===== src/rtl/kpdf_pkg.sv =====
// Package with the shared types, codes and sizes of the keyed slot pool.
`timescale 1ns / 1ps
package kpdf_pkg;

    // Pool size and the widths that follow from it.
    localparam int POOL_SLOTS = 16;
    localparam int IDX_W      = (POOL_SLOTS > 1) ? $clog2(POOL_SLOTS) : 1;
    localparam int CNT_W      = $clog2(POOL_SLOTS + 1);

    // Fixed field widths of the request and result.
    localparam int KIND_W  = 2;
    localparam int KEY_W   = 8;
    localparam int SLOT_W  = 4;
    localparam int STAT_W  = 3;
    localparam int LIM_W   = 5;
    localparam int PHASE_W = 2;

    // Width that holds both a slot count and the key limit.
    localparam int OC_W = (CNT_W > LIM_W) ? CNT_W : LIM_W;
    // Width that holds both a slot handle and a slot count.
    localparam int SC_W = (CNT_W > SLOT_W) ? CNT_W : SLOT_W;

    localparam logic [LIM_W-1:0] LIMIT_RESET = LIM_W'(4);
    localparam logic [KEY_W-1:0] KEY_NULL    = '0;

    typedef enum logic [KIND_W-1:0] {
        KIND_ADD     = 2'd0,
        KIND_RESERVE = 2'd1,
        KIND_RELEASE = 2'd2,
        KIND_TICK    = 2'd3
    } kind_t;

    typedef enum logic [STAT_W-1:0] {
        STS_OK      = 3'd0,
        STS_NULL    = 3'd1,
        STS_FULL    = 3'd2,
        STS_LIMIT   = 3'd3,
        STS_NONE    = 3'd4,
        STS_MISSING = 3'd5
    } status_t;

    typedef enum logic [PHASE_W-1:0] {
        PH_FREE    = 2'd0,
        PH_BUSY    = 2'd1,
        PH_PENDING = 2'd2
    } phase_t;

    typedef enum logic [1:0] {
        CS_IDLE,
        CS_START,
        CS_SCAN,
        CS_DONE
    } ctrl_state_t;

    typedef struct packed {
        kind_t              kind;
        logic [KEY_W-1:0]   key;
        logic [SLOT_W-1:0]  slot;
    } in_item_t;

    typedef struct packed {
        status_t            status;
        logic [SLOT_W-1:0]  granted_slot;
    } out_item_t;

    // Memory accesses issued by the sequencer in one cycle.
    typedef struct packed {
        logic [IDX_W-1:0]  rd_addr;
        logic              tag_we;
        logic              phase_we;
        logic [IDX_W-1:0]  wr_addr;
        logic [KEY_W-1:0]  tag_wdata;
        phase_t            phase_wdata;
    } mem_req_t;

endpackage


===== src/rtl/kpdf_ram.sv =====
// Simple dual-port synchronous RAM with registered read data.
`timescale 1ns / 1ps
module kpdf_ram #(
    parameter int WIDTH = 8,
    parameter int DEPTH = 16,
    parameter int AW    = (DEPTH > 1) ? $clog2(DEPTH) : 1
) (
    input  logic             aclk,
    input  logic             we,
    input  logic [AW-1:0]    waddr,
    input  logic [WIDTH-1:0] wdata,
    input  logic [AW-1:0]    raddr,
    output logic [WIDTH-1:0] rdata
);

    logic [WIDTH-1:0] mem [DEPTH];
    logic [WIDTH-1:0] rdata_reg;

    // Write port.
    always_ff @(posedge aclk) begin
        if (we) begin
            mem[waddr] <= wdata;
        end
    end

    // Read port, registered read data.
    always_ff @(posedge aclk) begin
        rdata_reg <= mem[raddr];
    end

    assign rdata = rdata_reg;

endmodule


===== src/rtl/kpdf_ctrl.sv =====
// Request sequencer: decodes a request, scans the slot memories and writes back.
`timescale 1ns / 1ps
module kpdf_ctrl (
    input  logic                       aclk,
    input  logic                       aresetn,
    input  logic                       s_valid,
    output logic                       s_ready,
    input  kpdf_pkg::in_item_t         s_data,
    input  logic                       cfg_valid,
    input  logic [kpdf_pkg::LIM_W-1:0] cfg_data,
    output kpdf_pkg::mem_req_t         mem_req,
    input  logic [kpdf_pkg::KEY_W-1:0] tag_q,
    input  kpdf_pkg::phase_t           phase_q,
    output logic                       res_valid,
    input  logic                       res_ready,
    output kpdf_pkg::out_item_t        res_data
);
    import kpdf_pkg::*;

    ctrl_state_t         state_reg, state_next;
    in_item_t            req_reg, req_next;
    out_item_t           res_reg, res_next;
    logic [CNT_W-1:0]    used_reg, used_next;
    logic [LIM_W-1:0]    limit_reg;
    logic [CNT_W-1:0]    idx_reg, idx_next;
    logic [CNT_W-1:0]    owned_reg, owned_next;
    logic                rd_v_reg, rd_v_next;
    logic [IDX_W-1:0]    pidx_reg, pidx_next;
    logic                issue;
    logic                tag_hit;

    // Control registers.
    always_ff @(posedge aclk) begin
        if (!aresetn) begin
            state_reg <= CS_IDLE;
            used_reg  <= '0;
            limit_reg <= LIMIT_RESET;
            rd_v_reg  <= 1'b0;
        end else begin
            state_reg <= state_next;
            used_reg  <= used_next;
            rd_v_reg  <= rd_v_next;
            if (cfg_valid) begin
                limit_reg <= cfg_data;
            end
        end
    end

    // Request, result and scan registers.
    always_ff @(posedge aclk) begin
        req_reg   <= req_next;
        res_reg   <= res_next;
        idx_reg   <= idx_next;
        owned_reg <= owned_next;
        pidx_reg  <= pidx_next;
    end

    assign s_ready   = (state_reg == CS_IDLE);
    assign res_valid = (state_reg == CS_DONE);
    assign res_data  = res_reg;
    assign issue     = (idx_reg < used_reg);
    assign tag_hit   = (tag_q == req_reg.key);

    // Next state, scan pipeline and memory accesses.
    always_comb begin
        state_next = state_reg;
        req_next   = req_reg;
        res_next   = res_reg;
        used_next  = used_reg;
        idx_next   = idx_reg;
        owned_next = owned_reg;
        rd_v_next  = 1'b0;
        pidx_next  = pidx_reg;
        mem_req    = '0;
        mem_req.rd_addr = idx_reg[IDX_W-1:0];

        case (state_reg)
            CS_IDLE: begin
                if (s_valid) begin
                    req_next   = s_data;
                    res_next   = '{status: STS_OK, granted_slot: '0};
                    state_next = CS_START;
                end
            end

            CS_START: begin
                idx_next   = '0;
                owned_next = '0;
                state_next = CS_SCAN;
                case (req_reg.kind)
                    KIND_ADD: begin
                        if (req_reg.key == KEY_NULL) begin
                            res_next.status = STS_NULL;
                            state_next      = CS_DONE;
                        end else if (OC_W'(used_reg) >= OC_W'(POOL_SLOTS)) begin
                            res_next.status = STS_FULL;
                            state_next      = CS_DONE;
                        end
                    end
                    KIND_RESERVE: begin
                        if (req_reg.key == KEY_NULL) begin
                            res_next.status = STS_NULL;
                            state_next      = CS_DONE;
                        end
                    end
                    KIND_RELEASE: begin
                        state_next = CS_DONE;
                        if (SC_W'(req_reg.slot) >= SC_W'(used_reg)) begin
                            res_next.status = STS_MISSING;
                        end else begin
                            mem_req.phase_we    = 1'b1;
                            mem_req.wr_addr     = IDX_W'(SC_W'(req_reg.slot));
                            mem_req.phase_wdata = PH_PENDING;
                        end
                    end
                    default: begin
                        // Tick walks every appended slot.
                    end
                endcase
            end

            CS_SCAN: begin
                // Issue the read of the next slot.
                if (issue) begin
                    idx_next  = idx_reg + CNT_W'(1);
                    rd_v_next = 1'b1;
                    pidx_next = idx_reg[IDX_W-1:0];
                end

                if (rd_v_reg) begin
                    // Examine the slot read in the previous cycle.
                    case (req_reg.kind)
                        KIND_ADD: begin
                            if (tag_hit) begin
                                owned_next = owned_reg + CNT_W'(1);
                            end
                        end
                        KIND_RESERVE: begin
                            if (tag_hit && phase_q == PH_FREE) begin
                                mem_req.phase_we     = 1'b1;
                                mem_req.wr_addr      = pidx_reg;
                                mem_req.phase_wdata  = PH_BUSY;
                                res_next.granted_slot = SLOT_W'(pidx_reg);
                                rd_v_next            = 1'b0;
                                state_next           = CS_DONE;
                            end
                        end
                        KIND_TICK: begin
                            if (phase_q == PH_PENDING) begin
                                mem_req.phase_we    = 1'b1;
                                mem_req.wr_addr     = pidx_reg;
                                mem_req.phase_wdata = PH_FREE;
                            end
                        end
                        default: begin
                        end
                    endcase
                end else if (!issue) begin
                    // Scan finished without an early hit.
                    state_next = CS_DONE;
                    case (req_reg.kind)
                        KIND_ADD: begin
                            if (OC_W'(owned_reg) >= OC_W'(limit_reg)) begin
                                res_next.status = STS_LIMIT;
                            end else begin
                                mem_req.tag_we        = 1'b1;
                                mem_req.phase_we      = 1'b1;
                                mem_req.wr_addr       = used_reg[IDX_W-1:0];
                                mem_req.tag_wdata     = req_reg.key;
                                mem_req.phase_wdata   = PH_FREE;
                                used_next             = used_reg + CNT_W'(1);
                                res_next.granted_slot = SLOT_W'(used_reg);
                            end
                        end
                        KIND_RESERVE: begin
                            res_next.status = STS_NONE;
                        end
                        default: begin
                        end
                    endcase
                end
            end

            CS_DONE: begin
                if (res_ready) begin
                    state_next = CS_IDLE;
                end
            end

            default: begin
                state_next = CS_IDLE;
            end
        endcase
    end

endmodule


===== src/rtl/keyed_pool_deferred_free.sv =====
// Top level of the keyed slot pool with deferred free.
//
// The block keeps up to 16 slots, each tagged with an 8-bit key and a phase.
// Requests enter on the s_ channel (valid/ready, one packed struct): add
// appends a free slot for a key, reserve takes the lowest free slot of a key,
// release marks a slot pending free and tick returns all pending slots to
// free. Every request produces exactly one result on the m_ channel with a
// status code and the granted slot.
// The per-key slot limit is written over the cfg_ channel, which is always
// ready; write it only while no request is in flight.
// Release, and an add or reserve refused at decode, go from decode straight
// to the result; add, reserve and tick walk the tag and phase memories one
// slot per cycle over the N slots appended so far (reserve stops at the
// first hit). One request is handled at a time: the next request is accepted
// only once the previous one has reached its result.
// The result sits in an output register, so a new request can be accepted
// while the previous result waits for m_ready; a stalled receiver only holds
// up the block once a second result is ready.
// Reset clears the slot count, restores the limit to 4 and empties the
// output register; the slot memories need no clearing.
`timescale 1ns / 1ps
module keyed_pool_deferred_free (
    input  logic                       aclk,
    input  logic                       aresetn,
    input  logic                       s_valid,
    output logic                       s_ready,
    input  kpdf_pkg::in_item_t         s_data,
    output logic                       m_valid,
    input  logic                       m_ready,
    output kpdf_pkg::out_item_t        m_data,
    input  logic                       cfg_valid,
    output logic                       cfg_ready,
    input  logic [kpdf_pkg::LIM_W-1:0] cfg_data
);
    import kpdf_pkg::*;

    mem_req_t          mem_req;
    logic [KEY_W-1:0]  tag_q;
    logic [PHASE_W-1:0] phase_raw;
    logic              res_valid;
    logic              res_ready;
    out_item_t         res_data;
    logic              m_valid_reg;
    out_item_t         m_data_reg;

    assign cfg_ready = 1'b1;

    // Sequencer.
    kpdf_ctrl u_ctrl (
        .aclk      (aclk),
        .aresetn   (aresetn),
        .s_valid   (s_valid),
        .s_ready   (s_ready),
        .s_data    (s_data),
        .cfg_valid (cfg_valid),
        .cfg_data  (cfg_data),
        .mem_req   (mem_req),
        .tag_q     (tag_q),
        .phase_q   (phase_t'(phase_raw)),
        .res_valid (res_valid),
        .res_ready (res_ready),
        .res_data  (res_data)
    );

    // Key tag of each slot.
    kpdf_ram #(
        .WIDTH (KEY_W),
        .DEPTH (POOL_SLOTS)
    ) u_tag_ram (
        .aclk  (aclk),
        .we    (mem_req.tag_we),
        .waddr (mem_req.wr_addr),
        .wdata (mem_req.tag_wdata),
        .raddr (mem_req.rd_addr),
        .rdata (tag_q)
    );

    // Phase of each slot.
    kpdf_ram #(
        .WIDTH (PHASE_W),
        .DEPTH (POOL_SLOTS)
    ) u_phase_ram (
        .aclk  (aclk),
        .we    (mem_req.phase_we),
        .waddr (mem_req.wr_addr),
        .wdata (PHASE_W'(mem_req.phase_wdata)),
        .raddr (mem_req.rd_addr),
        .rdata (phase_raw)
    );

    // Output register: loads when empty or when its result is being taken.
    assign res_ready = !m_valid_reg || m_ready;

    always_ff @(posedge aclk) begin
        if (!aresetn) begin
            m_valid_reg <= 1'b0;
        end else if (res_ready) begin
            m_valid_reg <= res_valid;
        end
    end

    always_ff @(posedge aclk) begin
        if (res_ready && res_valid) begin
            m_data_reg <= res_data;
        end
    end

    assign m_valid = m_valid_reg;
    assign m_data  = m_data_reg;

endmodule


===== config.mk =====
export PLATFORM = sky130hd
export DESIGN_NAME = keyed_pool_deferred_free
export DESIGN_NICKNAME = d
export VERILOG_FILES = /design/src/rtl/kpdf_pkg.sv /design/src/rtl/kpdf_ram.sv /design/src/rtl/kpdf_ctrl.sv /design/src/rtl/keyed_pool_deferred_free.sv
export SDC_FILE = /design/constraint.sdc
export NUM_CORES = 1
export LEC_CHECK = 0
export BUFFER_PORTS_ARGS = -buffer_cell sky130_fd_sc_hd__clkbuf_2
export CAP_MARGIN = 10
export CORE_ASPECT_RATIO = 0.7
export CORE_MARGIN = 2
export CORE_UTILIZATION = 50
export DETAILED_ROUTE_END_ITERATION = 12
export HOLD_SLACK_MARGIN = 0.08
export MAX_ROUTING_LAYER = met4
export PLACE_DENSITY = 0.72
export SYNTH_ARGS = -nofsm -noshare
export SYNTH_HDL_FRONTEND = slang
export SYNTH_HIERARCHICAL = 1
export SYNTH_SLANG_ARGS = --single-unit

===== constraint.sdc =====
create_clock -name aclk -period 4.7 [get_ports aclk]
set_clock_uncertainty 0.2 [all_clocks]
set_input_delay 0.235 -clock aclk [delete_from_list [all_inputs] [get_ports aclk]]
set_output_delay 0.235 -clock aclk [all_outputs]
set_load 0.01 [all_outputs]

---- Yosys cells after proc, flatten, opt, wreduce, memory -nomap -nowiden ----
Memory sizes are Yosys's and may differ from the RTL's. A register that Yosys moved wholly into a read port is not among the register bits.
Index checks and enable logic that the tools add are counted.
storage, ports and cells
  register bits after elaboration ......... 56
  memory bits (writable) .................. 160
  memories ................................ 2
memories
  memory           words  width  rd ports  clocked after memory_dff  write ports  RTL line        source
  u_tag_ram.mem    16     8      1         1                         1            kpdf_ram.sv:16  logic [WIDTH-1:0] mem [DEPTH];
  u_phase_ram.mem  16     2      1         1                         1            kpdf_ram.sv:16
cells by class
  add/subtract/negate cells ............... 3
  $lt $le $gt $ge ......................... 4
  equal/unequal tests ..................... 27
  multiplexer cells ....................... 62
  bitwise logic cells ..................... 3
  reductions and logical operators ........ 20
operators with widths
  kind                                            number
  2-to-1 mux 16 bit                               3
  2-to-1 mux 5 bit                                9
  case mux 5 bit (2 select lines)                 4
  2-to-1 mux 2 bit                                11
  2-to-1 mux 4 bit                                5
  2-to-1 mux 3 bit                                6
  != test 3 x 2 -> 1 bit (second input constant)  6
  case mux 3 bit (3 select lines)                 2
  2-to-1 mux 8 bit                                2
  adder 5 x 1 -> 5 bit (second input constant)    3
  2-to-1 mux 7 bit                                2
  2-to-1 mux 1 bit                                13
  equality test 2 bit (second input constant)     5
  AND reduction 10 bit                            1
  AND reduction 5 bit                             2
  != test 3 bit (second input constant)           3
  equality test 8 bit                             1
  zero test 8 bit                                 1
  != test 2 x 1 -> 1 bit (second input constant)  4
  != test 2 bit (second input constant)           4
  case mux 2 bit (4 select lines)                 1
  case mux 4 bit (2 select lines)                 1
  AND reduction 2 bit                             4
  AND reduction 7 bit                             1
  18 further kinds                                25

---- Longest topological paths before layout ----
Gate-level depths: netlist of run 1.
  depth in word-level cells ............... 8
  mapped depth ............................ 10
  depth with buffers taken out ............ 9

---- Hierarchy ----
The synthesis of run 1 kept the hierarchy.
modules (own cells, without submodules)
  module                    instances  cells an instance  area an instance (µm²)
  kpdf_ram (u_tag_ram)      1          229                5147.4
  kpdf_ctrl                 1          277                2817.7
  kpdf_ram (u_phase_ram)    1          78                 1380.1
  keyed_pool_deferred_free  1          14                 279.0

---- Least setup slack after synthesis of run 1 ----
Ideal clock, no wire load.
  path kind ............................... register -> register
  start ................................... reg u_ctrl.idx_reg[2]
  end ..................................... mem u_tag_ram.mem[0][0] (enable)
  arrival time ............................ 2936 ps
  setup slack ............................. 1180 ps
  stages on the path, launching flop included .. 10
  cells stage by stage .................... edfxtp_1 -> ha_1 -> a21oi_1 -> o21ai_1 -> a21oi_1 -> buf_2 -> nor4_1 -> a221o_1 -> or3b_2 -> nor3_1
RTL lines
  item                    RTL line         source
  from (decl)             kpdf_ctrl.sv:25  logic [CNT_W-1:0] idx_reg, idx_next;
  from (signal assigned)  kpdf_ctrl.sv:53  idx_reg <= idx_next;
  to (decl)               kpdf_ram.sv:16

==> results of run 1 <==
==> final timing paths <==
check                           start             endpoint  slack, ps  cells after the start
setup reg to reg  u_ctrl/owned_reg[2]  u_tag_ram/mem[5][7]        810                      8
hold / removal     u_ctrl/res_data[3]            m_data[3]        220                      0
setup / recovery  u_ctrl/owned_reg[2]  u_tag_ram/mem[5][7]        810                      8
hold reg to reg    u_ctrl/res_data[3]            m_data[3]        220                      0
==> what timing repair did <==
item	4_1_cts	5_1_grt
resized for setup	0	0
hold buffers	32	0
endpoints found under the hold margin	35	0
==> per-stage QoR <==
| step | worst slack (ps) | utilization | instances |
|---|---|---|---|
| final | 812 | 0.583 | 929 |
| after global routing | 544 | 0.583 | 929 |
| after CTS | 852 | 0.583 | 929 |
| after detailed placement | 866 | 0.529 | 857 |
| after global placement | 1030 | 0.529 | 857 |
| after floorplan | 1180 | - | 598 |
==> report_power, final <==
| part | switching [mW] | internal (mW) | total (mW) |
|---|---|---|---|
| sequential | 0.138 | 2.40 | 2.53 |
| clock | 0.727 | 0.976 | 1.70 |
| combinational | 0.714 | 0.483 | 1.20 |
==> cells by family after synthesis <==
family / after synthesis / share of synthesized area
buf+inv: 49 / 0.0276
flops: 226 / 0.680
mux: 50 / 0.111
compound gates: 68 / 0.0502
xor+xnor: 14 / 0.0127
simple gates: 165 / 0.0854
other cells: 1 / 0.000390
fa+ha+maj: 25 / 0.0325
==> per-layer routing <==
metal  vias up  track usage  wire (um)
li1       2481            -          -
met1      2811        0.333       9520
met2       258        0.302       9070
met3        29       0.0544       1910
met4         0       0.0443        372
met5         -            -          0
==> critical path, delay by kind of cell, from the launching register on <==
| kind | cells | cell delay, ps |
|---|---|---|
| AOI/OAI and AO/OA | 4 | 1300 |
| and+or+nand+nor | 3 | 1220 |
| DFF | 1 | 460 |
| adders and majority gates | 1 | 330 |
==> cell usage in the layout (no fill, tap or decap), types with 15 or more instances in the layout <==
| master | count |
|---|---|
| edfxtp_1 | 202 |
| nor2_1 | 55 |
| dlygate4sd3_1 | 32 |
| clkbuf_2 | 32 |
| nand2_1 | 31 |
| ha_1 | 25 |
| dfxtp_1 | 24 |
| inv_1 | 23 |
| clkbuf_16 | 23 |
| mux4_2 | 22 |
| mux4_1 | 18 |
| a22oi_1 | 18 |
| nand3_1 | 16 |
| a21oi_1 | 15 |
==> final cells by class <==
class                           count  area [um^2]  share of cell area
Sequential cell                   226         6550               0.595
Tap cell                          242          303              0.0275
Clock inverter                      9         80.1             0.00728
Clock buffer                       31          616              0.0559
Multi-Input combinational cell    323         2810               0.256
Timing Repair Buffer               74          556              0.0505
Inverter                           24         90.1             0.00819
==> results list, run 1 <==
* Power density over the cells: 494 nW/um^2
- Worst-margin pin slew: 1050 ps
* Final nets: 721
- RSZ-0062 raised after global routing: false
- Of all nets on the critical path, the largest fanout is 14.
- Path class of the lowest-slack min-delay path: reg2reg
- Synthesized instance count: 598
- Async set or reset register ratio after synthesis: 0
- Overall via count from detail_route: 5579
- The first routing iteration left 597 violations.
- Number of synthesized flops with an enable pin: 202
- Pin count of the biggest net entering global routing: 45
- Cell Rows: 42
- Once the clock tree was built, the setup fixing pass inserted 0 buffers.
- Max_cap viols: 0
- # DRC: 0
- The clock reaches the later pin of the worst-skew pair after 510 ps.
- The share of synthesized area in the top cell type comes to 0.630.
- Most area-hungry cell type in the Yosys netlist: edfxtp_1
* Placement Cell Area: 9990 um^2
* I/O pin cnt: 34
* CTS tree: yes
- Post-DR vias/cell: 6.01
- Walking the worst path, the cells encountered are ha_1 > a21oi_1 > o21ai_1 > a311o_1 > nor3_1 > a221o_1 > nand2b_1 > nor2_1.
- Fill cell count: 1382
* Post-synth net total: 647
- Share of the clock period used by the worst path: 0.827
* Root Driver: clkbuf_16
- WL/cell: 22.5 um
- RePlAce Congestion: 0.901
* Unique masters post-synth: 58
* Status: complete, no violations
* Die boundary height: 120 um
- In the synthesized netlist the dominant register cell turns out to be edfxtp_1.
- Vias in the first global route: 5558
- The number of slew-limit violations in the final report came to 0.
* Crit. End Element: flop
- Clock tree synthesis found a total of 226 sinks.
* Synth warn: 6
* Static leakage power: 4.04 nW
- The routed design has 20900 um of wire.
- Fraction of layout instances using a drive strength above 1: 0.156
- Of the synthesized area, sequential elements account for 0.680.
* Post-layout instance area: 11000 um^2
- Maximum count of clock buffers along a single path: 3
* Normalized max-slew margin: 0.300
- Die Area: 20400 um^2
- Master of the slowest instance on the critical path: nor2_1
* Layout overhead on the synthesized area: 14.3%
- Sum of negative setup slack: 0 ps
* CP arrival: 3810 ps
* Placed wire-length estimate after detailed placement: 13800 um
- Timing would allow up to 0.257 GHz.
* Count of state elements after synthesis: 226
- Crit path kind: reg2reg
- Setup Viol. Count Final: 0
* Post-synthesis area per instance: 16.1 um^2
* Startpoint class of the critical path: flop
- The most common cell in the synthesized netlist is edfxtp_1.
- Remaining global-route overflow: 0
* Clock slew seen by the registers of the worst setup and hold paths: 60 ps
* TritonCTS Buffers: 23
- Crit-path max cell delay: 680 ps
- The initial utilization of the core area, before any placement, comes to 0.510.
- By area the synthesized netlist is led by edfxtp_1 63%, mux4_2 5.1%, dfxtp_1 5.0%.
* Maximum vdd drop: 0.000278 V
* Final worst path period need: 3890 ps
- Initial antenna violation count: 0
- The tightest hold path in the finished design has a slack of 218 ps.
* Port Buf Inserts: 32
* Global router's overall resource usage: 0.219
- The die is 170 um wide.
- At the worst endpoint, the required time is 4620 ps.
- Synth top cells by count: 202 x edfxtp_1, 55 x nor2_1, 31 x nand2_1, 25 x ha_1, 24 x dfxtp_1
* Core Region: 18900 um^2
- The number of antenna diodes in the final layout is 0.
- The first global-routing pass estimated 32500 um of wire.
- Netlist area before placement: 9620 um^2
- Summing internal, switching and leakage power gives 5.43 mW.
- Final hold violation count: 0
* Number of nets still failing antenna checks after routing: 0
- Htree depth: 1
- Number of search-and-repair iterations in the first detailed-routing pass: 5
* Flip-flop count of the largest register, all copies and words added: 128
Note: power is estimated with default switching activity, not from simulation.
==> inputs of run 2 (changes only) <==
PLACE_DENSITY = 0.74   (was 0.72)
clock period = 3.4 ns   (was 4.7 ns; I/O delays follow)
==> results list, run 2 (synthesized netlist as in run 1, its figures left out) <==
- The run finished with clean final reports.
- Placed wire-length estimate after detailed placement: 13700 um
- Maximum fanout count along the critical path: 9
- Starting density of the core: 0.510
* Fin Hold WS: 187 ps
* Critical-path cell list: ha_1 > nand2_1 > o21ai_2 > a311o_1 > buf_4 > nor4_1 > a221o_2 > or3b_2 > nor3_1
* Htree depth: 1
* Number of antenna diodes: 0
* Maximum count of clock buffers along a single path: 3
- Across all register-to-register paths, the minimum setup slack is 140 ps.
* Timing-limited maximum frequency: 0.307 GHz
* Number of nets still failing antenna checks after routing: 0
- Counting the fill cells in the layout gives 1383.
- Clock tree synthesis inserted a total of 23 buffers.
* Worst Hold Launch: s_data[6]
- Startpoint class of the critical path: flop
- Cell Rows: 42
- Comb power frac: 0.232
* Flip-flop count of the largest register, all copies and words added: 128
- At the end of routability-driven placement, the weighted congestion stood at 0.940.
- Die boundary height: 120 um
* Post-DR vias/cell: 5.83
- WL/cell: 21.6 um
- Worst r2r path cells: 9
- Reg2Reg Launch Point: u_ctrl/owned_reg[2]
- Crit-path max cell delay: 530 ps
- Internal: 5.41 mW
- Worst setup path startpoint: u_ctrl/owned_reg[2]
- Most common library cell in the layout ignoring fill and taps: edfxtp_1
- Entering global routing, the biggest net connects 45 pins.
- Remaining global-route overflow: 0
* RSZ-0062 raised after global routing: true
- Placement Cell Area: 10200 um^2
- Dividing the final minimum period by the clock period gives 0.959.
- Setup Viol. Count Final: 0
* Core Region: 18900 um^2
- The tightest min-delay check is of the in2reg type.
- Max_cap viols: 0
* Post-layout instance area: 11300 um^2
- Worst-margin pin slew: 790 ps
- Static leakage power: 4.23 nW
- The first global-routing pass estimated 31800 um of wire.
- In the final layout, the share of cells above drive strength 1 is 0.211.
- Of the total power, the share spent switching nets is 0.289.
* Crit path kind: reg2reg
- VDD sags by at most 0.000371 V.
- Clock slew seen by the registers of the worst setup and hold paths: 60 ps
* Final hold violation count: 0
- In the global route stage, overall resource usage came out at 0.214.
* Final nets: 750
* Highest-count cells in the layout ignoring fill and taps: 202 x edfxtp_1, 55 x nor2_1, 39 x buf_4
- STA classifies the critical path endpoint as a flop.
- Before antenna repair, the detailed router went through 6 iterations.
* # DRC: 0
* Overall via count from detail_route: 5588
- Vias in the first global route: 5692
- CP endpoint: u_phase_ram/mem[0][1]
* First-iteration detailed-routing DRC count: 609
* CP arrival: 3230 ps
* CTS tree: yes
* Total count of max-transition violations in the final report: 0
- The count of buffers added on input and output ports is 32.
* Fraction of power consumed by sequential logic: 0.456
- The share of total power dissipated in the clock network is 0.312.
* Normalized max-slew margin: 0.473
- NetSw: 2.20 mW
* Final worst path period need: 3260 ps
- Power density over the cells: 674 nW/um^2
- The floorplan step defined a die boundary enclosing 20400 um^2.
* Reg-to-reg critical path endpoint: u_phase_ram/mem[0][1]
- The routed design has 20700 um of wire.
- Layout overhead on the synthesized area: 17.3%
* Critical path data required time: 3370 ps
- Counting every sink on the clock net gives 226.
- The clock reaches the later pin of the worst-skew pair after 500 ps.
- In this run the clock root is driven by a clkbuf_16.
- Master of the slowest instance on the critical path: or3b_2
- During I/O placement, the number of pins put on the boundary was 34.
- Die X: 170 um
- The number of antenna violations at the first check in global routing came to 0.
-- run 2: repair_timing --
action | 4_1_cts | 5_1_grt
setup buffers | 0 | 5
hold buffers | 32 | 0
gates resized for setup | 0 | 13
hold endpoints to repair | 35 | 0
endpoints found under the setup margin | 0 | 152
-- run 2: cell type report --
class	count	area [um^2]	area share
clock buffers	30	632	0.0560
clock inverters	11	80.1	0.00709
inverters	24	90.1	0.00798
multi-input cells	323	2860	0.254
flip-flops and latches	226	6550	0.580
well taps	242	303	0.0268
repair buffers	103	773	0.0685
-- run 2: worst min path at each step --
| stage | slack (ps) | cells after the start | end |
|---|---|---|---|
| 3_5_place_dp | 150 | 1 | u_ctrl/req_reg[6] |
| 4_1_cts | 180 | 2 | u_ctrl/req_reg[5] |
| 6_report | 190 | 2 | u_ctrl/req_reg[6] |
| 5_1_grt | 180 | 2 | u_ctrl/req_reg[5] |
| 2_1_floorplan | 70 | 0 | u_ctrl/req_reg[0] |
| 3_3_place_gp | 150 | 1 | u_ctrl/req_reg[4] |
-- run 2: through the flow --
step / setup TNS (ps) / cells / total power, mW / worst slack (ps) / util
CTS: 0 / 954 / 7.60 / 40.8 / 0.594
global route: -6.48 / 959 / 7.92 / -3.24 / 0.598
detailed placement: 0 / 881 / 5.20 / 48.8 / 0.539
floorplan: 0 / 598 / 4.78 / 108 / -
global placement: 0 / 881 / 5.13 / 141 / 0.539
finish: 0 / 959 / 7.61 / 140 / 0.598
-- run 2: power groups by stage --
stage	Combinational, mW	Sequential (mW)	Clock, mW
2_1_floorplan	1.30	3.49	0
3_3_place_gp	1.62	3.51	0
3_5_place_dp	1.67	3.52	0
4_1_cts	1.72	3.46	2.41
5_1_grt	1.92	3.49	2.52
6_report	1.77	3.47	2.38
-- run 2: routing by layer --
layer	track usage	wire length (um)	up-vias
li1	-	-	2546
met1	0.303	9450	2787
met2	0.319	9180	212
met3	0.0511	1640	43
met4	0.0507	463	0
met5	-	0	-
-- run 2: worst max-delay path: cells and delay by family, from the launching register on --
kind,cells,cell delay [ps]
buf+inv,1,200
compound gates,3,860
fa+ha+maj,1,320
simple gates,4,940
flops,1,430
==> inputs of run 3 (changes only) <==
RECOVER_POWER = 25   (was not set)
==> results list, run 3 (synthesized netlist as in run 1, its figures left out) <==
- The flow ran to the end, but the final reports show violations.
* Failing checks: capacitance limit, slew limit
- Final hold violation count: 0
- Across every metal layer, demand over resource in global routing totals 0.214.
- In this run, CTS created clock tree buffers numbering 23.
* Final core area utilization: 0.596
- In this run the clock root is driven by a clkbuf_16.
- Hold EP: u_ctrl/req_reg[6]
- For this design, the sink count on the clock tree is 226.
* Maximum vdd drop: 0.000372 V
* Port Buf Inserts: 32
- # DRC: 0
- The floorplan step set the die height to 120 um.
* Post-layout instance area: 11200 um^2
* Maximum count of clock buffers along a single path: 3
* Layout overhead on the synthesized area: 16.8%
* Number of antenna diodes: 0
* Cell Rows: 42
- Measured along the x axis, the die boundary spans 170 um.
- In this run the number of H-tree levels came out at 1.
- Dividing the final minimum period by the clock period gives 0.970.
- The first global-routing pass estimated 31800 um of wire.
* RSZ-0062 raised after global routing: true
* Highest-count cells in the layout ignoring fill and taps: 202 x edfxtp_1, 55 x nor2_1, 32 x dlygate4sd3_1, 32 x buf_4, 31 x nand2_1
- Worst r2r path cells: 10
- The critical path in this run is classified as reg2reg.
- At the pin with the least slew margin, the transition time is 1550 ps.
* Static leakage power: 4.17 nW
- Maximum fanout count along the critical path: 10
* Fill cell count: 1395
- The pre-antenna-repair detailed-routing pass consisted of 5 iterations.
- The number of antenna violations at the first check in global routing was 0.
* Power density over the cells: 676 nW/um^2
- Summed over all layers, the routed wires come to 20700 um.
- The worst register-to-register path ends at u_tag_ram/mem[2][4].
- The routed layout has 5578 vias.
- Final worst path period need: 3300 ps
- For the worst setup path, the data required time is 3410 ps.
- Most common library cell in the layout ignoring fill and taps: edfxtp_1
* Final nets: 750
- WL/cell: 21.6 um
- Headroom to the max-slew limit came out at -0.0303.
* Max_cap viols: 1
- Slack of the worst reg-to-reg path: 100 ps
- Register Area: 6550 um^2
* Placement Cell Area: 10200 um^2
- TritonCTS built the clock tree.
- Startpoint class of the critical path: flop
* Area taken by multi-input logic gates: 2860 um^2
* Timing-limited maximum frequency: 0.303 GHz
- CP arrival: 3310 ps
- The worst hold path begins at s_data[6].
- Reg2Reg Launch Point: u_ctrl/used_reg[2]
- Clock slew seen by the registers of the worst setup and hold paths: 60 ps
* Pre-CTS worst setup slack: 48.8 ps
* Fraction of layout instances using a drive strength above 1: 0.184
* RePlAce Congestion: 0.940
* Number of nets still failing antenna checks after routing: 0
- The worst hold path was traced through 2 stages.
- In the post-route analysis, the smallest setup slack over all paths is 101 ps.
- Setup Viol. Count Final: 0
- For this configuration, the core starts out at a cell density of 0.510.
- Total count of max-transition violations in the final report: 45
* Pin count of the biggest net entering global routing: 45
- The later pin in the worst-skew pair is clocked with a latency of 500 ps.
- In this run, the number of DRC markers left after iteration 0 of detailed routing was 676.
- The worst setup path is captured at a flop.
- Global routing finished with a remaining overflow of 0.
- The number of global-route vias before repair came to 5692.
* Core Region: 18900 um^2
- I/O pin cnt: 34
- The register with the most flip-flops in the layout has 128 of them.
- The worst hold path belongs to the class in2reg.
* Post-DR vias/cell: 5.82
- The die covers 20400 um^2.
* Placed wire-length estimate after detailed placement: 13700 um
## run 3: layout make-up
cell class | count | share of cell area
Sequential cell | 226 | 0.582
Multi-Input combinational cell | 323 | 0.254
Timing Repair Buffer | 103 | 0.0652
Clock buffer | 30 | 0.0562
Tap cell | 242 | 0.0269
Inverter | 24 | 0.00801
Clock inverter | 11 | 0.00712
## run 3: through the flow
step                      setup TNS (ps)  hold slack, ps  std cells  power (mW)
after CTS                              0             178        954        7.60
final                                  0             187        959        7.60
after global routing               -6.48             184        959        7.91
after floorplan                        0            68.9        598        4.78
after global placement                 0             151        881        5.13
after detailed placement               0             149        881        5.20
## run 3: how the worst max path moves through the flow
stage,from,end,slack [ps],depth (start not counted)
2_1_floorplan,u_ctrl/idx_reg[2],u_tag_ram/mem[1][0],110,9
4_1_cts,u_ctrl/owned_reg[2],u_tag_ram/mem[10][0],40,9
3_3_place_gp,u_ctrl/owned_reg[2],u_tag_ram/mem[0][6],140,10
3_5_place_dp,u_ctrl/owned_reg[2],u_tag_ram/mem[10][4],50,9
6_report,u_ctrl/used_reg[2],u_tag_ram/mem[2][4],100,10
5_1_grt,u_ctrl/used_reg[2],u_phase_ram/mem[0][1],-3,9
## run 3: timing repair
action / in CTS / in global routing
hold buffers: 32 / 0
gates resized for setup: 0 / 13
hold endpoints to repair: 35 / 0
endpoints found under the setup margin: 0 / 152
setup buffers: 0 / 5
## run 3: power by group
part / internal [mW] / total (mW) / switching (mW) / leakage, nW
Sequential: 3.31 / 3.47 / 0.153 / 2.24
Clock: 1.38 / 2.37 / 0.992 / 0.356
Combinational: 0.708 / 1.76 / 1.05 / 1.57
## run 3: layer usage
layer	up-vias	track usage	wire (um)
met5	-	-	0
met4	0	0.0507	483
met2	213	0.319	9200
li1	2541	-	-
met1	2779	0.303	9260
met3	45	0.0511	1790
## run 3: worst max-delay path, cell delays in order, from the launching register on
cell	delay, ps
dfxtp_1	410
inv_1	140
ha_1	310
a21oi_1	150
o21ai_1	140
a21oi_2	320
nor3_2	110
a221o_2	510
nand2b_1	300
nor2_1	200
buf_4	210
